$ cat src/rtl/bbs_pkg.sv
// Shared types for the bidirectional bubble sorter: beat payloads and sequencer states.
package bbs_pkg;

   typedef struct packed {
      logic signed [31:0] value;
      logic               is_last;
   } req_payload_type;

   typedef struct packed {
      logic signed [31:0] sorted_value;
      logic               end_of_set;
      logic               overflow;
   } rsp_payload_type;

   typedef enum logic [8:0] {
      S_LOAD   = 9'b000000001,
      S_F_LOAD = 9'b000000010,
      S_F_CMP  = 9'b000000100,
      S_F_END  = 9'b000001000,
      S_B_LOAD = 9'b000010000,
      S_B_CMP  = 9'b000100000,
      S_B_END  = 9'b001000000,
      S_E_RD   = 9'b010000000,
      S_E_WR   = 9'b100000000
   } state_type;

endpackage

$ cat src/rtl/bbs_stream_if.sv
// Valid/ready stream channel carrying one payload beat per handshake.
interface bbs_stream_if #(
   parameter type payload_type = logic
);
   logic        valid;
   logic        ready;
   payload_type payload;

   modport source (output valid, output payload, input ready);
   modport sink   (input valid, input payload, output ready);
endinterface

$ cat src/rtl/bidirectional_bubble_sorter_unit.sv
// Top level: element store, shaker-sort sequencer with one shared compare unit, output register.
// Load: one beat per cycle while collecting; the closing beat starts the sort, or the emit for a set of fewer than two.
// Sort: each pass runs a load step, then one compare-and-swap per cycle through the
//   single-read, single-write store, then an end step that writes the carried value back.
// Emit: a setup state reads slot 0, then one result per cycle while the sink keeps ready high.
// Synchronous active-high reset clears count, bounds, flags and state; store is not cleared.
module bidirectional_bubble_sorter_unit #(
   parameter int ENTRIES = 32
) (
   input logic clock,
   input logic reset,
   bbs_stream_if.sink   req_ch,
   bbs_stream_if.source rsp_ch
);

   localparam int IDX_W = $clog2(ENTRIES);
   localparam int CNT_W = $clog2(ENTRIES + 1);
   localparam logic [CNT_W-1:0] ENTRIES_C = CNT_W'(ENTRIES);

   // element store
   logic signed [31:0] store_mem [ENTRIES];
   logic signed [31:0] rd_data_ff;
   logic               wr_en;
   logic [IDX_W-1:0]   wr_addr;
   logic signed [31:0] wr_data;
   logic [IDX_W-1:0]   rd_addr;

   always_ff @(posedge clock) begin
      if (wr_en) begin
         store_mem[wr_addr] <= wr_data;
      end
      rd_data_ff <= store_mem[rd_addr];
   end

   bbs_pkg::state_type     state_ff, state_in;
   logic [CNT_W-1:0]       count_ff, count_in;
   logic [IDX_W-1:0]       lo_ff, lo_in;
   logic [IDX_W-1:0]       hi_ff, hi_in;
   logic [IDX_W-1:0]       j_ff, j_in;
   logic [IDX_W-1:0]       mark_ff, mark_in;
   logic [IDX_W-1:0]       k_ff, k_in;
   logic signed [31:0]     cur_ff, cur_in;
   logic                   swapped_ff, swapped_in;
   logic                   dropped_ff, dropped_in;
   logic                   rsp_valid_ff, rsp_valid_in;
   bbs_pkg::rsp_payload_type rsp_data_ff, rsp_data_in;

   logic             req_fire;
   logic             gt;
   logic [CNT_W-1:0] n_new;
   logic             emit_last;

   assign req_ch.ready   = (state_ff == bbs_pkg::S_LOAD);
   assign req_fire       = req_ch.valid && req_ch.ready;
   assign rsp_ch.valid   = rsp_valid_ff;
   assign rsp_ch.payload = rsp_data_ff;

   assign n_new     = (count_ff < ENTRIES_C) ? count_ff + CNT_W'(1) : count_ff;
   assign emit_last = (CNT_W'(k_ff) + CNT_W'(1)) == count_ff;

   // shared compare: forward carries the larger value up, backward the smaller one down
   assign gt = (state_ff == bbs_pkg::S_B_CMP) ? (rd_data_ff > cur_ff) : (cur_ff > rd_data_ff);

   always_comb begin
      state_in     = state_ff;
      count_in     = count_ff;
      lo_in        = lo_ff;
      hi_in        = hi_ff;
      j_in         = j_ff;
      mark_in      = mark_ff;
      k_in         = k_ff;
      cur_in       = cur_ff;
      swapped_in   = swapped_ff;
      dropped_in   = dropped_ff;
      rsp_valid_in = rsp_valid_ff && !rsp_ch.ready;
      rsp_data_in  = rsp_data_ff;
      wr_en        = 1'b0;
      wr_addr      = j_ff;
      wr_data      = cur_ff;
      rd_addr      = k_ff;

      unique case (state_ff)
         bbs_pkg::S_LOAD: begin
            if (req_fire) begin
               if (count_ff < ENTRIES_C) begin
                  wr_en    = 1'b1;
                  wr_addr  = count_ff[IDX_W-1:0];
                  wr_data  = req_ch.payload.value;
                  count_in = count_ff + CNT_W'(1);
               end else begin
                  dropped_in = 1'b1;
               end
               if (req_ch.payload.is_last) begin
                  if (n_new >= CNT_W'(2)) begin
                     lo_in    = '0;
                     hi_in    = IDX_W'(n_new - CNT_W'(1));
                     rd_addr  = '0;
                     state_in = bbs_pkg::S_F_LOAD;
                  end else begin
                     state_in = bbs_pkg::S_E_RD;
                  end
               end
            end
         end
         bbs_pkg::S_F_LOAD: begin
            cur_in     = rd_data_ff;
            j_in       = lo_ff;
            mark_in    = lo_ff;
            swapped_in = 1'b0;
            rd_addr    = lo_ff + IDX_W'(1);
            state_in   = bbs_pkg::S_F_CMP;
         end
         bbs_pkg::S_F_CMP: begin
            wr_en   = 1'b1;
            wr_addr = j_ff;
            wr_data = gt ? rd_data_ff : cur_ff;
            cur_in  = gt ? cur_ff : rd_data_ff;
            if (gt) begin
               mark_in    = j_ff;
               swapped_in = 1'b1;
            end
            if ((j_ff + IDX_W'(1)) == hi_ff) begin
               state_in = bbs_pkg::S_F_END;
            end else begin
               j_in    = j_ff + IDX_W'(1);
               rd_addr = j_ff + IDX_W'(2);
            end
         end
         bbs_pkg::S_F_END: begin
            wr_en   = 1'b1;
            wr_addr = hi_ff;
            wr_data = cur_ff;
            if (!swapped_ff) begin
               state_in = bbs_pkg::S_E_RD;
            end else begin
               hi_in = mark_ff;
               if (lo_ff < mark_ff) begin
                  rd_addr  = mark_ff;
                  state_in = bbs_pkg::S_B_LOAD;
               end else begin
                  state_in = bbs_pkg::S_E_RD;
               end
            end
         end
         bbs_pkg::S_B_LOAD: begin
            cur_in     = rd_data_ff;
            j_in       = hi_ff;
            mark_in    = hi_ff;
            swapped_in = 1'b0;
            rd_addr    = hi_ff - IDX_W'(1);
            state_in   = bbs_pkg::S_B_CMP;
         end
         bbs_pkg::S_B_CMP: begin
            wr_en   = 1'b1;
            wr_addr = j_ff;
            wr_data = gt ? rd_data_ff : cur_ff;
            cur_in  = gt ? cur_ff : rd_data_ff;
            if (gt) begin
               mark_in    = j_ff;
               swapped_in = 1'b1;
            end
            if (j_ff == (lo_ff + IDX_W'(1))) begin
               state_in = bbs_pkg::S_B_END;
            end else begin
               j_in    = j_ff - IDX_W'(1);
               rd_addr = j_ff - IDX_W'(2);
            end
         end
         bbs_pkg::S_B_END: begin
            wr_en   = 1'b1;
            wr_addr = lo_ff;
            wr_data = cur_ff;
            if (!swapped_ff) begin
               state_in = bbs_pkg::S_E_RD;
            end else begin
               lo_in = mark_ff;
               if (mark_ff < hi_ff) begin
                  rd_addr  = mark_ff;
                  state_in = bbs_pkg::S_F_LOAD;
               end else begin
                  state_in = bbs_pkg::S_E_RD;
               end
            end
         end
         bbs_pkg::S_E_RD: begin
            // k is zero here; read slot 0
            rd_addr  = k_ff;
            state_in = bbs_pkg::S_E_WR;
         end
         bbs_pkg::S_E_WR: begin
            if (!rsp_valid_ff || rsp_ch.ready) begin
               rsp_valid_in             = 1'b1;
               rsp_data_in.sorted_value = rd_data_ff;
               rsp_data_in.end_of_set   = emit_last;
               rsp_data_in.overflow     = dropped_ff;
               if (emit_last) begin
                  count_in   = '0;
                  dropped_in = 1'b0;
                  lo_in      = '0;
                  hi_in      = '0;
                  k_in       = '0;
                  state_in   = bbs_pkg::S_LOAD;
               end else begin
                  k_in    = k_ff + IDX_W'(1);
                  rd_addr = k_ff + IDX_W'(1);
               end
            end
         end
         default: begin
            state_in = bbs_pkg::S_LOAD;
         end
      endcase
   end

   always_ff @(posedge clock) begin
      if (reset) begin
         state_ff     <= bbs_pkg::S_LOAD;
         count_ff     <= '0;
         lo_ff        <= '0;
         hi_ff        <= '0;
         k_ff         <= '0;
         dropped_ff   <= 1'b0;
         swapped_ff   <= 1'b0;
         rsp_valid_ff <= 1'b0;
      end else begin
         state_ff     <= state_in;
         count_ff     <= count_in;
         lo_ff        <= lo_in;
         hi_ff        <= hi_in;
         k_ff         <= k_in;
         dropped_ff   <= dropped_in;
         swapped_ff   <= swapped_in;
         rsp_valid_ff <= rsp_valid_in;
      end
   end

   always_ff @(posedge clock) begin
      j_ff        <= j_in;
      mark_ff     <= mark_in;
      cur_ff      <= cur_in;
      rsp_data_ff <= rsp_data_in;
   end

   a_count_range: assert property (@(posedge clock) disable iff (reset)
      count_ff <= ENTRIES_C)
      else $error("element count beyond capacity");

   a_fwd_index: assert property (@(posedge clock) disable iff (reset)
      (state_ff == bbs_pkg::S_F_CMP) |-> (j_ff >= lo_ff) && (j_ff < hi_ff))
      else $error("forward step outside unsorted range");

   a_bwd_index: assert property (@(posedge clock) disable iff (reset)
      (state_ff == bbs_pkg::S_B_CMP) |-> (j_ff > lo_ff) && (j_ff <= hi_ff))
      else $error("backward step outside unsorted range");

   a_emit_index: assert property (@(posedge clock) disable iff (reset)
      (state_ff == bbs_pkg::S_E_WR) |-> (CNT_W'(k_ff) < count_ff))
      else $error("emit index past element count");

   a_set_closed: assert property (@(posedge clock) disable iff (reset)
      (state_ff == bbs_pkg::S_E_WR) && emit_last && (!rsp_valid_ff || rsp_ch.ready)
      |=> rsp_valid_ff && rsp_data_ff.end_of_set && (count_ff == '0))
      else $error("final beat not marked or set not cleared");

endmodule

$ cat src/flat_wrapper.sv
// flat-port wrapper written by rule: the top's interface ports become plain ports
module bidirectional_bubble_sorter_unit_flat 
#(
   parameter int ENTRIES = 32
)
  (clock, reset, req_ch_valid, req_ch_payload, req_ch_ready, rsp_ch_valid, rsp_ch_payload, rsp_ch_ready);
  bbs_stream_if #(.payload_type(bbs_pkg::req_payload_type)) req_ch_i ();
  bbs_stream_if #(.payload_type(bbs_pkg::rsp_payload_type)) rsp_ch_i ();
  input logic clock;
  input logic reset;
  input wire logic [$bits(req_ch_i.valid)-1:0] req_ch_valid;
  input wire logic [$bits(req_ch_i.payload)-1:0] req_ch_payload;
  output wire logic [$bits(req_ch_i.ready)-1:0] req_ch_ready;
  output wire logic [$bits(rsp_ch_i.valid)-1:0] rsp_ch_valid;
  output wire logic [$bits(rsp_ch_i.payload)-1:0] rsp_ch_payload;
  input wire logic [$bits(rsp_ch_i.ready)-1:0] rsp_ch_ready;
  assign req_ch_i.valid = req_ch_valid;
  assign req_ch_i.payload = req_ch_payload;
  assign req_ch_ready = req_ch_i.ready;
  assign rsp_ch_valid = rsp_ch_i.valid;
  assign rsp_ch_payload = rsp_ch_i.payload;
  assign rsp_ch_i.ready = rsp_ch_ready;
  bidirectional_bubble_sorter_unit #(.ENTRIES(ENTRIES)) u_core (.clock(clock), .reset(reset), .req_ch(req_ch_i), .rsp_ch(rsp_ch_i));
endmodule
$ cat config.mk
export PLATFORM = sky130hd
export DESIGN_NAME = bidirectional_bubble_sorter_unit_flat
export DESIGN_NICKNAME = d
export VERILOG_FILES = /design/src/rtl/bbs_pkg.sv /design/src/rtl/bbs_stream_if.sv /design/src/rtl/bidirectional_bubble_sorter_unit.sv /design/src/flat_wrapper.sv
export SDC_FILE = /design/constraint.sdc
export NUM_CORES = 2
export LEC_CHECK = 0
export ABC_CLOCK_PERIOD_IN_PS = 5890
export BUFFER_PORTS_ARGS = -buffer_cell sky130_fd_sc_hd__buf_2
export CAP_MARGIN = 20
export CELL_PAD_IN_SITES_DETAIL_PLACEMENT = 0
export CELL_PAD_IN_SITES_GLOBAL_PLACEMENT = 1
export CORE_UTILIZATION = 52
export CTS_CLUSTER_SIZE = 10
export DETAILED_ROUTE_END_ITERATION = 8
export GPL_TIMING_DRIVEN = 0
export PLACE_DENSITY_LB_ADDON = 0.1
export SLEW_MARGIN = 15
export SYNTH_ARGS = -nofsm -noshare
export SYNTH_HDL_FRONTEND = slang
export SYNTH_SLANG_ARGS = --single-unit
$ cat constraint.sdc
create_clock -name clock -period 5.89 [get_ports clock]
set_input_delay 1.178 -clock clock [delete_from_list [all_inputs] [get_ports clock]]
set_output_delay 1.178 -clock clock [all_outputs]
set_load 0.03 [all_outputs]
## After elaboration in Yosys (flattened, before gate mapping)

Memories as Yosys holds them, arrays and structs flattened. A register that Yosys moved wholly into a read port is not among the register bits.
Cells that the tools add are included.

| cells by class | value |
|---|---|
| add/sub/neg operators | 10 |
| $lt $le $gt $ge | 6 |
| eq/ne operators | 26 |
| mux-type cells | 70 |
| reductions and logical operators | 24 |

Operator list:

| operator | count |
|---|---|
| two-way mux 5 bit | 26 |
| two-way mux 32 bit | 4 |
| case mux 32 bit (2 select lines) | 2 |
| case mux 9 bit (9 select lines) | 1 |
| two-way mux 9 bit | 8 |
| > comparator 32 bit | 2 |
| case mux 5 bit (3 select lines) | 4 |
| case mux 5 bit (8 select lines) | 1 |
| two-way mux 6 bit | 4 |
| two-way mux 8 bit | 3 |
| case mux 5 bit (4 select lines) | 1 |
| inequality test 2 bit (second input constant) | 8 |
| adder 5 x 1 -> 5 bit (second input constant) | 3 |
| subtractor 5 x 1 -> 5 bit (second input constant) | 3 |
| AND reduction 7 bit | 2 |
| two-way mux 1 bit | 12 |
| inequality test 2 x 1 -> 1 bit (second input constant) | 6 |
| case mux 6 bit (2 select lines) | 1 |
| equality test 5 bit | 2 |
| less-than comparator 5 bit | 2 |
| equality test 9 x 1 -> 1 bit (second input constant) | 1 |
| equality test 9 x 2 -> 1 bit (second input constant) | 1 |
| equality test 9 x 3 -> 1 bit (second input constant) | 1 |
| equality test 9 x 4 -> 1 bit (second input constant) | 1 |
| other kinds (26) | 37 |

| storage, ports and cells | value |
|---|---|
| register bits | 109 |
| memory bits (writable) | 1024 |
| input bits | 37 |
| output and inout port bits | 36 |
| logic and storage cells | 151 |
| memories kept | 1 |

Memories:

| name | words | bits a word | read ports | clocked after memory_dff | write ports | line | text |
|---|---|---|---|---|---|---|---|
| u_core.store_mem | 32 | 32 | 1 | 1 | 1 | bidirectional_bubble_sorter_unit.sv:21 | `logic signed [31:0] store_mem [ENTRIES];` |

## Depth between registers and ports, before layout

| logic depth | value |
|---|---|
| depth in word-level cells | 7 |
| gate-level depth with buffers | 21 |
| gate-level depth less buffers | 17 |

## Least setup slack after synthesis

Ideal clock, no wire load.

| timing | value |
|---|---|
| path kind | register to register |
| from | register u_core.cur_ff[25] |
| to | register u_core.cur_ff[0] (enable) |
| library setup time | 0.421 ns |
| arrival time | 4.176 ns |
| data required time | 5.469 ns |
| slack | 1.292 ns |
| cell stages (with the launch flop) | 14 |
| path buffers | 1 |
| clock period less this slack | 4.598 ns |
| cell sequence | edfxtp_1 -> inv_1 -> ha_1 -> a21o_1 -> a21o_1 -> a21o_1 -> a21o_1 -> a21o_1 -> a311oi_1 -> nor2_1 -> a2111oi_0 -> nor4_1 -> clkbuf_1 -> nor2_1 |

| between the ends | value |
|---|---|
| cells in the longest elaborated chain, start to end | 4 |
| elaborated cells between the ends (all ways) | 5 |
| those cells by class | 2 x order compare; 1 x eq/ne; 1 x mux; 1 x reduce/logical |

RTL lines:

| item | line | text |
|---|---|---|
| start, declared | bidirectional_bubble_sorter_unit.sv:42 | `logic signed [31:0] cur_ff, cur_in;` |
| start signal, assigned | bidirectional_bubble_sorter_unit.sv:240 | `cur_ff <= cur_in;` |
| > comparator 32 bit | bidirectional_bubble_sorter_unit.sv:62 | `assign gt = (state_ff == bbs_pkg::S_B_CMP) ? (rd_data_ff > cur_ff) : (cur_ff > rd_data_ff);` |
| two-way mux 1 bit * | bidirectional_bubble_sorter_unit.sv:62 |  |
| inequality test 2 bit (no line) * | - |  |
| AND reduction 2 bit (no line) * | - |  |

Every way passes the cells marked *; elsewhere a longest branch is shown, timed or not.
A chain may end at the register's enable or synchronous reset.

## Final worst setup path

| timing | value |
|---|---|
| from | register u_core.k_ff[1] |
| to | register u_core.rd_data_ff[20] (read register of u_core.store_mem) |

| between the ends | value |
|---|---|
| cells in the longest elaborated chain, start to end | 5 |
| elaborated cells between the ends (all ways) | 15 |
| those cells by class | 2 x add/sub; 1 x eq/ne; 12 x mux |

RTL lines:

| item | line | text |
|---|---|---|
| start, declared | bidirectional_bubble_sorter_unit.sv:41 | `logic [IDX_W-1:0] k_ff, k_in;` |
| start signal, assigned | bidirectional_bubble_sorter_unit.sv:230 | `k_ff <= k_in;` |
| adder 5 x 1 -> 6 bit | bidirectional_bubble_sorter_unit.sv:59 | `assign emit_last = (CNT_W'(k_ff) + CNT_W'(1)) == count_ff;` |
| equality test 6 bit | bidirectional_bubble_sorter_unit.sv:59 |  |
| via u_core.emit_last | bidirectional_bubble_sorter_unit.sv:51 | `logic emit_last;` |
| two-way mux 5 bit | bidirectional_bubble_sorter_unit.sv:196 | `if (emit_last) begin` |
| two-way mux 5 bit | bidirectional_bubble_sorter_unit.sv:191 | `if (!rsp_valid_ff \|\| rsp_ch.ready) begin` |
| case mux 5 bit (8 select lines) | bidirectional_bubble_sorter_unit.sv:82 | `unique case (state_ff)` |
| end, declared | bidirectional_bubble_sorter_unit.sv:22 | `logic signed [31:0] rd_data_ff;` |

The timed path passes the listed nets, and every way through them passes these cells.

==> impl_metrics.json <==
{
  "ys_seq_area_frac": 0.7180,
  "maxClockFrequency_mhz": 174.8,
  "crit_family": "simple AND/OR/NAND/NOR gates",
  "die-width_um": 305.2,
  "synth_common_cells": "edfxtp_1, nor2_1, nand2_1, nand4_1, clkbuf_1",
  "gp_congestion": 0.8911,
  "synth_nets": 3719,
  "grt_antenna_before_repair": 0,
  "die_h_um": 305.2,
  "power.total_mw": 20.27,
  "clk_pin_slew_ns": 0.06,
  "fin_util": 0.6051,
  "finalMaxSlewViolations": 0,
  "drtAntennaViolNets": 0,
  "p_per_area_mw_per_mm2": 370.0,
  "clockBufferDepth": 3,
  "grt_max_degree": 39,
  "port_buffers": 72,
  "firstDrtPassIters": 6,
  "yosysUniqueCellTypes": 79,
  "min_period_over_period": 0.9715,
  "avgViaCountPerCell": 6.176,
  "peakVddDrop_mv": 0.2923,
  "netlist_area_sq_mm": 0.04782,
  "drt-initial-drc-count": 3435,
  "synthTopCellsByArea": "edfxtp_1, nor2_1, nand2_1, dfxtp_1, nand4_1",
  "setup_violations": 0,
  "rsz0062_at_grt": "true",
  "grt_pass1_wl_mm": 203.7,
  "syn_inst": 3630,
  "post_dp_cell_area_sq_mm": 0.05078,
  "synth_ff_type": "edfxtp_1",
  "crit_path_end_kind": "register",
  "numCtsBuffers": 137,
  "dpl.cell_count": 4919,
  "fin_skew_ns": 0.02736,
  "final.fill_count": 7121,
  "synth.avg_cell_area_sq_um": 13.17,
  "ys_warn_count": 0,
  "yosysMostFrequentCell": "edfxtp_1",
  "critPathArrivalTime_ns": 6.32,
  "dieArea_sq_mm": 0.09317,
  "final_area_sq_mm": 0.05480,
  "finalCriticalPeriod_ns": 5.722,
  "ys_ff_latch": 1165,
  "critPathLaunchType": "register",
  "reg2reg_setup_slack_ns": 0.17,
  "htreeDepth": 4,
  "pre_cts_slack_ns": -0.4888,
  "routed_wl_mm": 139.0,
  "tritoncts": "built",
  "grt_overflow": 0,
  "stdcell_count": 5111,
  "track_usage": 0.2990,
  "netlist.area_leader.share": 0.6908,
  "num_rows": 110,
  "synth_top_area_cell": "edfxtp_1",
  "cp_slowest_cell": "or4_4",
  "crit_fanout": 10,
  "post-route-drc-count": 0,
  "place_hpwl_mm": 96.42,
  "antenna_cells": 0,
  "hold_viol": 0,
  "synthArstFlopShare": 0,
  "hp-class": "reg -> reg",
  "path_buf_inv": 4,
  "cts_sinks": 1165,
  "ios": 73,
  "crit_path_max_incr_delay_ns": 0.54,
  "vias": 31567,
  "coreArea_sq_mm": 0.09056,
  "fin_tns_setup_ns": 0,
  "path_class": "reg -> reg",
  "leakage_nw": 18.51,
  "clk_latency_ns": 0.73,
  "wire_per_inst_um": 27.20,
  "finalWorstSetupSlack_ns": 0.1676,
  "status": "finished clean",
  "cp_data_required_time_ns": 6.49,
  "synth_edf_count": 1100,
  "cp_cell_sequence": "ha_1 > xor2_1 > xor2_1 > or4_4 > nor2_2 > inv_1 > ha_1 > nand2_1 > o211ai_1 > o221ai_1 > a221o_1 > a21oi_2 > buf_2 > and2_2 > buf_2 > nand2_1 > clkbuf_1 > o22ai_1 > nor2_1 > and4_1",
  "grt_pass1_vias": 30701,
  "fin_nets": 3969,
  "drv_cap": 0,
  "slew_headroom": 0.2949,
  "hold_slack_ns": 0.4413,
  "start_util": 0.5280,
  "drive_gt1_frac": 0.1139,
  "ctsRootBufferMaster": "clkbuf_16",
  "syn_to_final_growth_pct": 14.60,
  "tightest_slew_ns": 1.047
}
==> cell families (layout without fill, tap and decap cells) <==
family | count (synthesis) | after routing | synth area share
compound gates | 432 | 432 | 0.07169
fa+ha+maj | 52 | 52 | 0.01361
simple gates | 1560 | 1560 | 0.1433
xor+xnor | 42 | 42 | 0.008609
buf+inv | 277 | 582 | 0.02339
mux | 102 | 102 | 0.02146
flops | 1165 | 1165 | 0.7180
==> cells in the final DEF (no fill, tap or decap), drive strengths merged, types with 45 or more instances in the layout <==
master / n
buf: 179
nand3: 83
dfxtp: 65
clkbuf: 335
a22o: 62
ha: 52
nor2: 674
nand4: 176
o22ai: 99
nand2: 503
edfxtp: 1100
a21o: 45
inv: 58
mux2i: 98
==> registers in the layout, summed over array words and instances, names as in the netlist <==
name                   flops
u_core.swapped_ff          1
u_core.rsp_ch.valid        1
u_core.k_ff                5
u_core.dropped_ff          1
u_core.mark_ff             5
u_core.hi_ff               5
u_core.state_ff            9
u_core.j_ff                5
u_core.cur_ff             32
u_core.store_mem        1024
u_core.rsp_ch.payload     34
u_core.lo_ff               5
u_core.count_ff            6
u_core.rd_data_ff         32
==> per-layer routing <==
layer / track usage / vias to the layer above / part of all wire
met5: 0 / - / 0
met4: 0.1062 / 0 / 0.034
met3: 0.04576 / 221 / 0.077
met2: 0.4839 / 1431 / 0.48
met1: 0.4134 / 15936 / 0.41
li1: - / 13979 / -
==> final timing paths <==
kind,start,end,depth (start not counted)
min,u_core.dropped_ff,u_core.rsp_ch.payload[0],0
max,u_core.k_ff[1],u_core.rd_data_ff[20],20
max reg2reg,u_core.k_ff[1],u_core.rd_data_ff[20],20
min reg2reg,u_core.dropped_ff,u_core.rsp_ch.payload[0],0
==> where the power goes <==
part,internal (mW),switching [mW]
sequential,10.1,0.141
combinational,0.675,1.79
clock,4.47,3.12
==> what timing repair did <==
| item | CTS | global route |
|---|---|---|
| endpoints found under the hold margin | 0 | 0 |
| endpoints found under the setup margin | 766 | 992 |
| gates resized for setup | 41 | 39 |
| buffers inserted | 0 | 0 |
| hold buffers | 0 | 0 |
==> layout make-up <==
type / instances / area [sq um] / share of cell area
inverters: 58 / 222.7 / 0.004064
repair buffers: 114 / 1242 / 0.02267
flip-flops and latches: 1165 / 34330 / 0.6265
plain buffers: 216 / 927.1 / 0.01692
clock inverters: 8 / 60.06 / 0.001096
well taps: 1176 / 1471 / 0.02685
multi-input cells: 2188 / 12740 / 0.2325
clock buffers: 186 / 3802 / 0.06939
Note: power is estimated with default switching activity, not from simulation.
